==> config.mk <==
export PLATFORM = sky130hd
export DESIGN_NAME = thermal_roi_statistics_unit
export DESIGN_NICKNAME = d
export VERILOG_FILES = /design/src/sv/trs_pkg.sv /design/src/sv/thermal_roi_statistics_unit.sv /design/src/sv/trs_front.sv /design/src/sv/trs_fifo.sv /design/src/sv/trs_back.sv
export SDC_FILE = /design/constraint.sdc
export NUM_CORES = 1
export LEC_CHECK = 0
export BUFFER_PORTS_ARGS = -buffer_cell sky130_fd_sc_hd__buf_4
export CORE_ASPECT_RATIO = 1.1
export CORE_MARGIN = 3
export CORE_UTILIZATION = 31
export DETAILED_ROUTE_END_ITERATION = 10
export PLACE_DENSITY = 0.56
export SLEW_MARGIN = 5
export SYNTH_ARGS = -nofsm -noshare
export SYNTH_HDL_FRONTEND = slang
export SYNTH_SLANG_ARGS = --single-unit
==> constraint.sdc <==
create_clock -name clk_i -period 5.37 [get_ports clk_i]
set_input_delay 0.8055 -clock clk_i [delete_from_list [all_inputs] [get_ports clk_i]]
set_output_delay 0.8055 -clock clk_i [all_outputs]
set_load 0.01 [all_outputs]
==> src/sv/trs_pkg.sv <==
// ----------------------------------------------------------------------------
// trs_pkg
// Shared types, register indexes and the kelvin-to-Celsius conversion for the
// thermal ROI statistics unit.
// ----------------------------------------------------------------------------
package trs_pkg;

  localparam int PixW   = 16;
  localparam int CoordW = 8;
  localparam int DimW   = 9;
  localparam int SumW   = 32;
  localparam int CountW = 17;
  localparam int CentiW = 18;
  localparam int CfgIdxW = 3;

  localparam logic [CountW-1:0] CountCap    = '1;
  localparam logic [CentiW-1:0] CentiOffset = 18'd27315;

  typedef enum logic [CfgIdxW-1:0] {
    CFG_ROI_LEFT   = 3'd0,
    CFG_ROI_TOP    = 3'd1,
    CFG_ROI_COLS   = 3'd2,
    CFG_ROI_ROWS   = 3'd3,
    CFG_FRAME_COLS = 3'd4,
    CFG_FRAME_ROWS = 3'd5
  } cfg_idx_e;

  // Frame summary handed from the front to the back
  typedef struct packed {
    logic              valid;
    logic [PixW-1:0]   min_val;
    logic [PixW-1:0]   max_val;
    logic [SumW-1:0]   sum;
    logic [CountW-1:0] count;
  } trs_snap_t;

  typedef enum logic [1:0] {
    BACK_IDLE,
    BACK_DIV,
    BACK_DONE
  } back_state_e;

  // floor((raw*25 + 8) / 16) - 27315, as an 18-bit signed value
  function automatic logic signed [CentiW-1:0] to_centi(input logic [PixW-1:0] raw);
    logic [PixW+4:0] prod;
    logic [PixW:0]   scaled;
    prod   = {1'b0, raw, 4'b0000} + {2'b00, raw, 3'b000} + {5'b00000, raw} + 21'd8;
    scaled = prod[PixW+4:4];
    return $signed({1'b0, scaled}) - $signed(CentiOffset);
  endfunction

endpackage

==> src/sv/thermal_roi_statistics_unit.sv <==
// ----------------------------------------------------------------------------
// thermal_roi_statistics_unit
// Min, max and mean of thermal pixels inside a programmable rectangle.
// ----------------------------------------------------------------------------
// Pixels are taken one per clock. The front keeps running statistics and on
// each end-of-frame pixel pushes a frame summary into a two-entry queue; the
// pixel stream stalls only while that queue is full. The back pops a summary
// from the queue, runs the sum/count divider one quotient bit at a time and
// then loads the output register once it is free; an invalid summary skips
// the divider. A result held by the receiver holds the back, and the queue
// then fills. Registers are written through the cfg port only while the unit
// holds no pending frame: the user must keep to this, as the unit does not
// enforce it; cfg_ready_o is always high.
module thermal_roi_statistics_unit #(
  parameter int MAX_COLS = 256,
  parameter int MAX_ROWS = 256
) (
  input  logic         clk_i,
  input  logic         rst_ni,
  // configuration writes
  input  logic         cfg_valid_i,
  output logic         cfg_ready_o,
  input  logic [2:0]   cfg_index_i,
  input  logic [8:0]   cfg_data_i,
  // pixel stream
  input  logic         s_axis_tvalid,
  output logic         s_axis_tready,
  input  logic [31:0]  s_axis_tdata,  // pixel_value[15:0], pixel_col[23:16], pixel_row[31:24]
  input  logic         s_axis_tlast,  // frame_end
  // result stream
  output logic         m_axis_tvalid,
  input  logic         m_axis_tready,
  output logic [103:0] m_axis_tdata,  // max_raw, min_raw, mean_raw (16 each), max_centi_c,
                                      // min_centi_c, mean_centi_c (18 each), 2 pad bits
  output logic         m_axis_tuser   // stats_valid
);
  import trs_pkg::*;

  logic      snap_push, snap_pop, snap_full, snap_empty;
  trs_snap_t snap_in, snap_out;

  trs_front #(
    .MAX_COLS(MAX_COLS),
    .MAX_ROWS(MAX_ROWS)
  ) u_front (
    .clk_i       (clk_i),
    .rst_ni      (rst_ni),
    .cfg_valid_i (cfg_valid_i),
    .cfg_ready_o (cfg_ready_o),
    .cfg_index_i (cfg_index_i),
    .cfg_data_i  (cfg_data_i),
    .pix_valid_i (s_axis_tvalid),
    .pix_ready_o (s_axis_tready),
    .pix_value_i (s_axis_tdata[15:0]),
    .pix_col_i   (s_axis_tdata[23:16]),
    .pix_row_i   (s_axis_tdata[31:24]),
    .frame_end_i (s_axis_tlast),
    .snap_push_o (snap_push),
    .snap_o      (snap_in),
    .snap_full_i (snap_full)
  );

  trs_fifo u_fifo (
    .clk_i   (clk_i),
    .rst_ni  (rst_ni),
    .push_i  (snap_push),
    .data_i  (snap_in),
    .full_o  (snap_full),
    .pop_i   (snap_pop),
    .empty_o (snap_empty),
    .data_o  (snap_out)
  );

  trs_back u_back (
    .clk_i             (clk_i),
    .rst_ni            (rst_ni),
    .snap_empty_i      (snap_empty),
    .snap_i            (snap_out),
    .snap_pop_o        (snap_pop),
    .res_valid_o       (m_axis_tvalid),
    .res_ready_i       (m_axis_tready),
    .res_stats_valid_o (m_axis_tuser),
    .res_data_o        (m_axis_tdata)
  );

endmodule

==> src/sv/trs_front.sv <==
// ----------------------------------------------------------------------------
// trs_front
// Holds the ROI registers, tests each pixel against the rectangle and keeps
// running min, max, sum and count; emits one frame summary per frame end.
// ----------------------------------------------------------------------------
module trs_front #(
  parameter int MAX_COLS = 256,
  parameter int MAX_ROWS = 256
) (
  input  logic                        clk_i,
  input  logic                        rst_ni,
  input  logic                        cfg_valid_i,
  output logic                        cfg_ready_o,
  input  logic [trs_pkg::CfgIdxW-1:0] cfg_index_i,
  input  logic [trs_pkg::DimW-1:0]    cfg_data_i,
  input  logic                        pix_valid_i,
  output logic                        pix_ready_o,
  input  logic [trs_pkg::PixW-1:0]    pix_value_i,
  input  logic [trs_pkg::CoordW-1:0]  pix_col_i,
  input  logic [trs_pkg::CoordW-1:0]  pix_row_i,
  input  logic                        frame_end_i,
  output logic                        snap_push_o,
  output trs_pkg::trs_snap_t          snap_o,
  input  logic                        snap_full_i
);
  import trs_pkg::*;

  localparam logic [12:0] MaxColsC = 13'(MAX_COLS);
  localparam logic [12:0] MaxRowsC = 13'(MAX_ROWS);

  logic [CoordW-1:0] roi_left_q, roi_top_q;
  logic [DimW-1:0]   roi_cols_q, roi_rows_q, frame_cols_q, frame_rows_q;

  logic [PixW-1:0]   min_q, min_d, max_q, max_d;
  logic [SumW-1:0]   sum_q, sum_d;
  logic [CountW-1:0] count_q, count_d;

  logic              accept;
  logic              in_roi;
  logic [DimW:0]     col_end, row_end;
  logic [12:0]       img_w, img_h;
  logic [SumW:0]     sum_wide;
  logic [PixW-1:0]   min_u, max_u;
  logic [SumW-1:0]   sum_u;
  logic [CountW-1:0] count_u;

  assign cfg_ready_o = 1'b1;
  assign pix_ready_o = !snap_full_i;
  assign accept      = pix_valid_i && pix_ready_o;

  always_ff @(posedge clk_i or negedge rst_ni) begin
    if (!rst_ni) begin
      roi_left_q   <= '0;
      roi_top_q    <= '0;
      roi_cols_q   <= 9'd256;
      roi_rows_q   <= 9'd192;
      frame_cols_q <= 9'd256;
      frame_rows_q <= 9'd192;
    end else if (cfg_valid_i) begin
      unique case (cfg_index_i)
        CFG_ROI_LEFT:   roi_left_q   <= cfg_data_i[CoordW-1:0];
        CFG_ROI_TOP:    roi_top_q    <= cfg_data_i[CoordW-1:0];
        CFG_ROI_COLS:   roi_cols_q   <= cfg_data_i;
        CFG_ROI_ROWS:   roi_rows_q   <= cfg_data_i;
        CFG_FRAME_COLS: frame_cols_q <= cfg_data_i;
        CFG_FRAME_ROWS: frame_rows_q <= cfg_data_i;
        default: ;
      endcase
    end
  end

  always_comb begin
    col_end = {2'b00, roi_left_q} + {1'b0, roi_cols_q};
    row_end = {2'b00, roi_top_q} + {1'b0, roi_rows_q};
    in_roi  = (pix_col_i >= roi_left_q) && ({2'b00, pix_col_i} < col_end) &&
              (pix_row_i >= roi_top_q) && ({2'b00, pix_row_i} < row_end);

    img_w = ({4'b0, frame_cols_q} < MaxColsC) ? {4'b0, frame_cols_q} : MaxColsC;
    img_h = ({4'b0, frame_rows_q} < MaxRowsC) ? {4'b0, frame_rows_q} : MaxRowsC;

    // saturating accumulate
    sum_wide = {1'b0, sum_q} + {{(SumW-PixW+1){1'b0}}, pix_value_i};
    min_u    = (pix_value_i < min_q) ? pix_value_i : min_q;
    max_u    = (pix_value_i > max_q) ? pix_value_i : max_q;
    sum_u    = sum_wide[SumW] ? '1 : sum_wide[SumW-1:0];
    count_u  = (count_q == CountCap) ? count_q : count_q + CountW'(1);
    if (!in_roi) begin
      min_u   = min_q;
      max_u   = max_q;
      sum_u   = sum_q;
      count_u = count_q;
    end

    snap_o.valid   = (roi_cols_q != '0) && (roi_rows_q != '0) &&
                     ({3'b000, col_end} <= img_w) && ({3'b000, row_end} <= img_h) &&
                     (count_u != '0);
    snap_o.min_val = min_u;
    snap_o.max_val = max_u;
    snap_o.sum     = sum_u;
    snap_o.count   = count_u;
    snap_push_o    = accept && frame_end_i;

    min_d   = min_q;
    max_d   = max_q;
    sum_d   = sum_q;
    count_d = count_q;
    if (accept) begin
      if (frame_end_i) begin
        // clear for the next frame
        min_d   = '1;
        max_d   = '0;
        sum_d   = '0;
        count_d = '0;
      end else begin
        min_d   = min_u;
        max_d   = max_u;
        sum_d   = sum_u;
        count_d = count_u;
      end
    end
  end

  always_ff @(posedge clk_i or negedge rst_ni) begin
    if (!rst_ni) begin
      min_q   <= '1;
      max_q   <= '0;
      sum_q   <= '0;
      count_q <= '0;
    end else begin
      min_q   <= min_d;
      max_q   <= max_d;
      sum_q   <= sum_d;
      count_q <= count_d;
    end
  end

endmodule

==> src/sv/trs_fifo.sv <==
// ----------------------------------------------------------------------------
// trs_fifo
// Two-entry queue of frame summaries between the front and the back.
// ----------------------------------------------------------------------------
module trs_fifo (
  input  logic               clk_i,
  input  logic               rst_ni,
  input  logic               push_i,
  input  trs_pkg::trs_snap_t data_i,
  output logic               full_o,
  input  logic               pop_i,
  output logic               empty_o,
  output trs_pkg::trs_snap_t data_o
);
  import trs_pkg::*;

  trs_snap_t  mem_q [2];
  logic       wr_ptr_q, rd_ptr_q;
  logic [1:0] fill_q;

  assign full_o  = fill_q[1];
  assign empty_o = (fill_q == 2'd0);
  assign data_o  = mem_q[rd_ptr_q];

  always_ff @(posedge clk_i) begin
    if (push_i) begin
      mem_q[wr_ptr_q] <= data_i;
    end
  end

  always_ff @(posedge clk_i or negedge rst_ni) begin
    if (!rst_ni) begin
      wr_ptr_q <= 1'b0;
      rd_ptr_q <= 1'b0;
      fill_q   <= 2'd0;
    end else begin
      if (push_i) begin
        wr_ptr_q <= !wr_ptr_q;
      end
      if (pop_i) begin
        rd_ptr_q <= !rd_ptr_q;
      end
      case ({push_i, pop_i})
        2'b10:   fill_q <= fill_q + 2'd1;
        2'b01:   fill_q <= fill_q - 2'd1;
        default: fill_q <= fill_q;
      endcase
    end
  end

endmodule

==> src/sv/trs_back.sv <==
// ----------------------------------------------------------------------------
// trs_back
// Pops a frame summary; for a valid one divides sum by count one quotient bit
// a cycle and converts min, max and mean to centi-Celsius; holds the result.
// ----------------------------------------------------------------------------
module trs_back (
  input  logic                      clk_i,
  input  logic                      rst_ni,
  input  logic                      snap_empty_i,
  input  trs_pkg::trs_snap_t        snap_i,
  output logic                      snap_pop_o,
  output logic                      res_valid_o,
  input  logic                      res_ready_i,
  output logic                      res_stats_valid_o,
  output logic [103:0]              res_data_o
);
  import trs_pkg::*;

  back_state_e state_q, state_d;

  logic              valid_q;
  logic [PixW-1:0]   min_q, max_q;
  logic [SumW-1:0]   quo_q;
  logic [CountW-1:0] rem_q, count_q;
  logic [4:0]        step_q;

  logic [CountW:0]   trial;
  logic [CountW:0]   diff;
  logic              fits;
  logic [PixW-1:0]   mean;
  logic              load_out;

  logic              out_valid_q;
  logic              out_stats_q;
  logic [103:0]      out_data_q;

  // next state
  always_comb begin
    state_d = state_q;
    unique case (state_q)
      BACK_IDLE: begin
        if (!snap_empty_i) begin
          state_d = snap_i.valid ? BACK_DIV : BACK_DONE;
        end
      end
      BACK_DIV: begin
        if (step_q == '1) begin
          state_d = BACK_DONE;
        end
      end
      BACK_DONE: begin
        if (!out_valid_q || res_ready_i) begin
          state_d = BACK_IDLE;
        end
      end
      default: state_d = BACK_IDLE;
    endcase
  end

  // outputs
  always_comb begin
    snap_pop_o = 1'b0;
    load_out   = 1'b0;
    unique case (state_q)
      BACK_IDLE: snap_pop_o = !snap_empty_i;
      BACK_DIV:  ;
      BACK_DONE: load_out = !out_valid_q || res_ready_i;
      default:   ;
    endcase
  end

  always_comb begin
    trial = {rem_q, quo_q[SumW-1]};
    diff  = trial - {1'b0, count_q};
    fits  = (trial >= {1'b0, count_q});
    mean  = (quo_q[SumW-1:PixW] != '0) ? '1 : quo_q[PixW-1:0];
  end

  always_ff @(posedge clk_i or negedge rst_ni) begin
    if (!rst_ni) begin
      state_q <= BACK_IDLE;
      step_q  <= '0;
    end else begin
      state_q <= state_d;
      step_q  <= (state_q == BACK_DIV) ? step_q + 5'd1 : '0;
    end
  end

  // restoring divider, one quotient bit per cycle
  always_ff @(posedge clk_i) begin
    if (snap_pop_o) begin
      valid_q <= snap_i.valid;
      min_q   <= snap_i.min_val;
      max_q   <= snap_i.max_val;
      quo_q   <= snap_i.sum;
      count_q <= snap_i.count;
      rem_q   <= '0;
    end else if (state_q == BACK_DIV) begin
      rem_q <= fits ? diff[CountW-1:0] : trial[CountW-1:0];
      quo_q <= {quo_q[SumW-2:0], fits};
    end
  end

  always_ff @(posedge clk_i or negedge rst_ni) begin
    if (!rst_ni) begin
      out_valid_q <= 1'b0;
    end else if (load_out) begin
      out_valid_q <= 1'b1;
    end else if (res_ready_i) begin
      out_valid_q <= 1'b0;
    end
  end

  always_ff @(posedge clk_i) begin
    if (load_out) begin
      out_stats_q <= valid_q;
      if (valid_q) begin
        out_data_q <= {2'b00, to_centi(mean), to_centi(min_q), to_centi(max_q),
                       mean, min_q, max_q};
      end else begin
        out_data_q <= '0;
      end
    end
  end

  assign res_valid_o       = out_valid_q;
  assign res_stats_valid_o = out_stats_q;
  assign res_data_o        = out_data_q;

endmodule

==> Yosys cells after proc, flatten, opt, wreduce, memory -nomap -nowiden <==
Memory sizes are Yosys's and may differ from the RTL's.
Cells that the tools add are included.
W data, S select, Z words.
{ "totals": {"ff_bits": 349, "ram_bits": 164, "input_bits": 50, "word_cells": 134, "mem_count": 1} }
{ "memory_table": {"columns": ["name", "words", "word_bits", "read_ports", "rd_clocked_by_memory_dff", "write_ports", "line", "text"], "rows": [
  ["u_fifo.mem_q", 2, 82, 1, 0, 1, "trs_fifo.sv:17", "trs_snap_t mem_q [2];"]
]} }
{ "classes": {"add_sub_neg": 20, "order_cmp": 11, "n_eq_ne": 14, "n_mux": 31, "n_reduce_logical": 32} }
{ "ops": {"columns": ["operator", "count"], "rows": [
  ["$mux W32", 5],
  ["$mux W16", 7],
  ["$mux W17", 4],
  ["$add A20 B19 Y21", 3],
  ["$add A21 B16 Y21", 3],
  ["$add A21 B4 Y21 const B", 3],
  ["$sub A17 B15 Y18 const B", 3],
  ["$add A32 B16 Y33", 1],
  ["$le A10 B13 Y1", 2],
  ["$add A8 B9 Y10", 2],
  ["$lt A8 B10 Y1", 2],
  ["$ge A18 B17 Y1", 1],
  ["$lt A9 B9 Y1 const B", 2],
  ["$mux W9", 2],
  ["$reduce_bool A9 Y1", 2],
  ["$add A17 B1 Y17 const B", 1],
  ["$eq A17 B17 Y1 const B", 1],
  ["$reduce_bool A17 Y1", 1],
  ["$sub A17 B17 Y17", 1],
  ["$ge A8 B8 Y1", 2],
  ["$gt A16 B16 Y1", 1],
  ["$lt A16 B16 Y1", 1],
  ["$reduce_bool A16 Y1", 1],
  ["$reduce_and A2 Y1", 6],
  ["other kinds (23)", 51]
]} }

==> Logic depth before layout (Yosys ltp) <==
{ "depth": {"depth_word": 8, "ltp_mapped": 20, "mapped_depth_nobuf": 18} }

==> Cells and area by module <==
A second synthesis with hierarchy kept.
{ "unflattened": {"hier_cells": 2588, "area_unflattened_um2": 29768.6} }
{ "modules_own_cells": {"columns": ["mod", "n_inst", "cells_per_inst", "area_per_inst_um2", "seq_area_each_um2"], "rows": [
  ["trs_back", 1, 1203, 13031.2, 6095.8],
  ["trs_front", 1, 1115, 10292.4, 3355.7],
  ["trs_fifo", 1, 270, 6444.9, 5024.8]
]} }

==> Worst setup path before layout <==
OpenSTA, ideal clock, no wires.
{ "synth_path": {"kind": "in2reg", "startpoint": "input m_axis_tready", "endpoint": "register u_back.out_data_q[0], in the netlist u_back.res_data_o[0] (enable)", "arrival_ns": 5.491, "slack_ns": -0.699, "stages": 2, "path_buffers": 0, "cell_sequence": "nand2b_1 nor2b_1"} }
{ "synth_between": {"elab_chain_len": 2} }
{ "synth_rtl": {"columns": ["element", "line", "text"], "rows": [
  ["start, declared", "thermal_roi_statistics_unit.sv:32", "input logic m_axis_tready,"],
  ["$logic_or A1 B1 Y1", "trs_back.sv:67", "BACK_DONE: load_out = !out_valid_q || res_ready_i;"],
  ["$mux W1", "trs_back.sv:64", "unique case (state_q)"],
  ["via u_back.load_out", "trs_back.sv:31", "logic load_out;"],
  ["end signal, assigned", "trs_back.sv:118", "out_data_q <= {2'b00, to_centi(mean), to_centi(min_q), to_centi(max_q),"],
  ["end, declared", "trs_back.sv:35", "logic [103:0] out_data_q;"]
]} }
The timed path passes the listed nets, and every way through them passes these cells.
A chain may end at the register's enable or synchronous reset.

==> Worst setup path in the final report <==
{ "layout_path": {"startpoint": "register u_back.quo_q[24]", "endpoint": "register u_back.out_data_q[99], in the netlist u_back.res_data_o[99], data pin"} }
{ "layout_between": {"elab_chain_len": 6} }
{ "layout_rtl": {"columns": ["element", "line", "text"], "rows": [
  ["start, declared", "trs_back.sv:23", "logic [SumW-1:0] quo_q;"],
  ["start signal, assigned", "trs_back.sv:95", "quo_q <= snap_i.sum;"],
  ["start signal, assigned", "trs_back.sv:100", "quo_q <= {quo_q[SumW-2:0], fits};"],
  ["$reduce_bool A16 Y1 (*)", "trs_back.sv:76", "mean = (quo_q[SumW-1:PixW] != '0) ? '1 : quo_q[PixW-1:0];"],
  ["$mux W16 (*)", "trs_back.sv:76", null],
  ["via u_back.mean[7]", "trs_back.sv:30", "logic [PixW-1:0] mean;"],
  ["$add A20 B19 Y21", "trs_pkg.sv:47", "prod = {1'b0, raw, 4'b0000} + {2'b00, raw, 3'b000} + {5'b00000, raw} + 21'd8;"],
  ["$add A21 B16 Y21 (*)", "trs_pkg.sv:47", null],
  ["$add A21 B4 Y21 (*)", "trs_pkg.sv:47", null],
  ["$sub A17 B15 Y18 (*)", "trs_pkg.sv:49", "return $signed({1'b0, scaled}) - $signed(CentiOffset);"]
]} }
The timed path passes the listed nets; every way through them passes the cells marked *.

==> results.md <==
* Ys Warns at 0
* Min Tclk post-route at 4.80 ns
* Area delta synth->final at 15.9%
* Max-Cap Viols at 0
* I/O Buffers at 154
* Top-area cell type share of the netlist area at 0.362
* RR Startpoint: u_back.quo_q[24]
* WL met3 at 2610 µm
* Final Hold Violating Endpoints at 0
* Critical path capture point: u_back.res_data_o[99]
* CTS tree: built
* Worst reg2reg path depth at 16
* First-pass GRT wire length at 108000 µm
* Maximum VDD drop at 578 µV
* DR WL/cell at 16.6 µm
* Drt drc at 0
* DP Area at 31500 µm²
* Reg area at 14500 µm²
* Number of synthesized flops with an enable pin at 349
* Unrepaired setup endpoints after global routing: false
* Yosys cell types at 77
* Non-filler instance count after layout at 4022
* R2R Path End: u_back.res_data_o[99]
* FF+latch count, synth at 511
* Top post-synthesis cells by area: edfxtp_1 (36%), dfrtp_1 (11%), ha_1 (8.6%)
* Hold Path Class: input pin to async pin
* CTS H-tree lvls at 2
* CTS max path bufs at 3
* Largest net degree at the start of global routing at 99
* Vias in the first global route at 19230
* Yosys top cell by area: edfxtp_1
* Count of final max-slew check failures at 0
* Final WL at 66800 µm
* Cell with the most instances after synthesis: edfxtp_1
* Post-synthesis sequential area ratio at 0.500
* R2R Setup Slk at 0.57 ns
* IO Count at 158
* Clk Latency, worst-skew pair at 0.64 ns
* Fmax at 0.208 GHz
* Clk root buf: clkbuf_16
* Core Footprint at 91700 µm²
* Setup Skew at 0.0477 ns
* Post-CTS setup buffer count at 0
* CP Launch Point: u_back.quo_q[24]
* Die Wd at 297 µm
* Crit. End Element: flip-flop
* Req. time, crit path at 5.74 ns
* Sink Count at 511
* Worst path arrival time at 5.18 ns
* Synth async-reset ratio at 0.284
* Starting DRT DRC Count at 1082
* Static Leak at 13.4 nW
* Site Rows at 116
* GR Overflow Total at 0
* CP Max Fanout at 30
* Initial core utilization at 0.315
* Top sig layer: met5
* Mapped Cells at 2587
* Layout cell share with drive strength beyond 1 at 0.155
* Placed cell count at 3910
* CTS Buf Count at 58
* Avg Inst Size Synth at 11.2 µm²
* Final ANT Viol Nets at 0
* Die span in y at 326 µm
* Status: completed
* Drt via density at 4.82
* Drt pass-1 iters at 5
* Mapped Area at 28900 µm²
* Fin Setup TNS at 0 ns
* Vias at 19386
* Nets at 3015
* Initial antenna violation count at 3
* Final core area utilization at 0.366
* Slew margin rel. at 0.204
* Dpl hpwl at 48000 µm
* Fill count at 9095
* GRT Resource Usage Total at 0.136
* Length of routed wiring on met1 at 30300 µm
* Commonest cells in the netlist: edfxtp_1 (349), ha_1 (199), nor2_1 (177)
* Worst Tran Pin Value at 1.19 ns
* Worst Setup Start Kind: flip-flop
* Met2 wire length at 32100 µm
* Die area at 97000 µm²
* WS Path Type: flip-flop to flip-flop
* Routability cong. at 0.816
* Final worst-path cycle share at 0.895
* Design Area, Final at 33500 µm²
* Setup-failing EPs final at 0
* Clock transition at path regs at 0.06 ns
* Post-synth top flop: edfxtp_1
* Overall Power at 24.5 mW
* Pwr dens at 729 nW/µm²
* Multi-input combinational cell area at 13500 µm²
[metal layers]
metal	track usage	up-vias
met2	0.233	289
met4	0.0430	2
met3	0.0211	87
met5	0	-
li1	-	9731
met1	0.177	9277
[worst min path at each step]
stage | from | end | slack, ns | depth (start not counted)
2_1_floorplan | u_back.valid_q | u_back.res_stats_valid_o | 0.42 | 0
3_3_place_gp | u_back.step_q[0] | u_back.step_q[0] | 0.45 | 1
3_5_place_dp | u_back.step_q[0] | u_back.step_q[0] | 0.46 | 1
4_1_cts | rst_ni | u_back.res_valid_o | 0.08 | 1
5_1_grt | rst_ni | u_back.res_valid_o | 0.11 | 1
6_report | rst_ni | u_back.res_valid_o | 0.10 | 1
[cell type report]
| cell class | count | area share |
|---|---|---|
| Antenna cell | 2 | 0.000149 |
| Inverter | 159 | 0.0178 |
| Multi-Input combinational cell | 1816 | 0.403 |
| Clock buffer | 85 | 0.0513 |
| Sequential cell | 511 | 0.432 |
| Tap cell | 1239 | 0.0462 |
| Timing Repair Buffer | 185 | 0.0423 |
| Clock inverter | 25 | 0.00791 |
[repair_timing]
action / 4_1_cts / 5_1_grt
endpoints found under the setup margin: 0 / 3
hold buffers: 0 / 0
gates resized for setup: 0 / 1
endpoints found under the hold margin: 0 / 0
[flip-flops by register name (all words and copies together), names as in the netlist, 2 cells and up]
name,count
u_back.quo_q,32
u_front.roi_left_q,8
u_front.max_q,16
u_front.min_q,16
u_front.roi_cols_q,9
u_front.roi_top_q,8
u_front.count_q,17
u_back.max_q,16
u_back.state_q,2
u_front.sum_q,32
u_back.min_q,16
u_back.count_q,17
u_fifo.mem_q,164
u_front.frame_rows_q,9
u_front.frame_cols_q,9
u_back.step_q,5
u_back.res_data_o,102
u_fifo.fill_q,2
u_front.roi_rows_q,9
u_back.rem_q,17
[where the power goes]
part           leakage [nW]  switching, mW  internal [mW]  total (mW)
Sequential             5.17          0.811           6.14        6.96
Clock                 0.959           1.68           2.38        4.06
Combinational          7.29           7.52           5.91        13.4
[worst max-delay path, stage by stage, from the launching register on]
cell and delay [ns]:
edfxtp_1 0.39, nor4_1 0.41, nand4_1 0.15, buf_4 0.24
or2_2 0.35, ha_1 0.21, a211o_1 0.26, ha_1 0.22
nor3_1 0.42, nor3b_1 0.46, nor2_1 0.11, xor2_1 0.29
o21ai_0 0.20, a211oi_1 0.38, o2111a_1 0.26, xor2_1 0.15
nor2_1 0.05
[layout by cell type, fill, tap and decap left out, types with 22 or more instances in the layout]
| cell type | n |
|---|---|
| nor3_1 | 38 |
| mux2i_1 | 60 |
| ha_1 | 199 |
| nor2_1 | 176 |
| nor2b_1 | 27 |
| fa_1 | 35 |
| nor4_1 | 24 |
| nand2b_1 | 24 |
| nand2_1 | 171 |
| and2_1 | 73 |
| a31oi_1 | 24 |
| xnor2_1 | 96 |
| mux2_2 | 93 |
| a21o_1 | 43 |
| dfrtp_1 | 122 |
| dfstp_2 | 22 |
| o21ai_0 | 148 |
| buf_4 | 182 |
| and3_1 | 26 |
| nand4_1 | 23 |
| clkbuf_16 | 64 |
| xor2_1 | 47 |
| nand3_1 | 29 |
| inv_1 | 156 |
| edfxtp_1 | 349 |
| o21a_1 | 41 |
| a21oi_1 | 131 |
[metrics by stage]
step,hold slack [ns],setup slack (ns)
finish,0.102,0.565
global route,0.105,0.0803
CTS,0.0788,0.483
detailed placement,0.457,0.505
global placement,0.453,0.532
floorplan,0.424,1.17
[cells by family after synthesis]
| family | synth area share |
|---|---|
| adder cells (fa/ha/maj) | 0.111 |
| AND/OR/NAND/NOR | 0.117 |
| other | 0.000260 |
| flip-flops | 0.500 |
| buffers and inverters | 0.0352 |
| XOR/XNOR | 0.0433 |
| AO/OA/AOI/OAI | 0.136 |
| multiplexers | 0.0570 |
No activity file was read; power rests on OpenSTA's default activity.
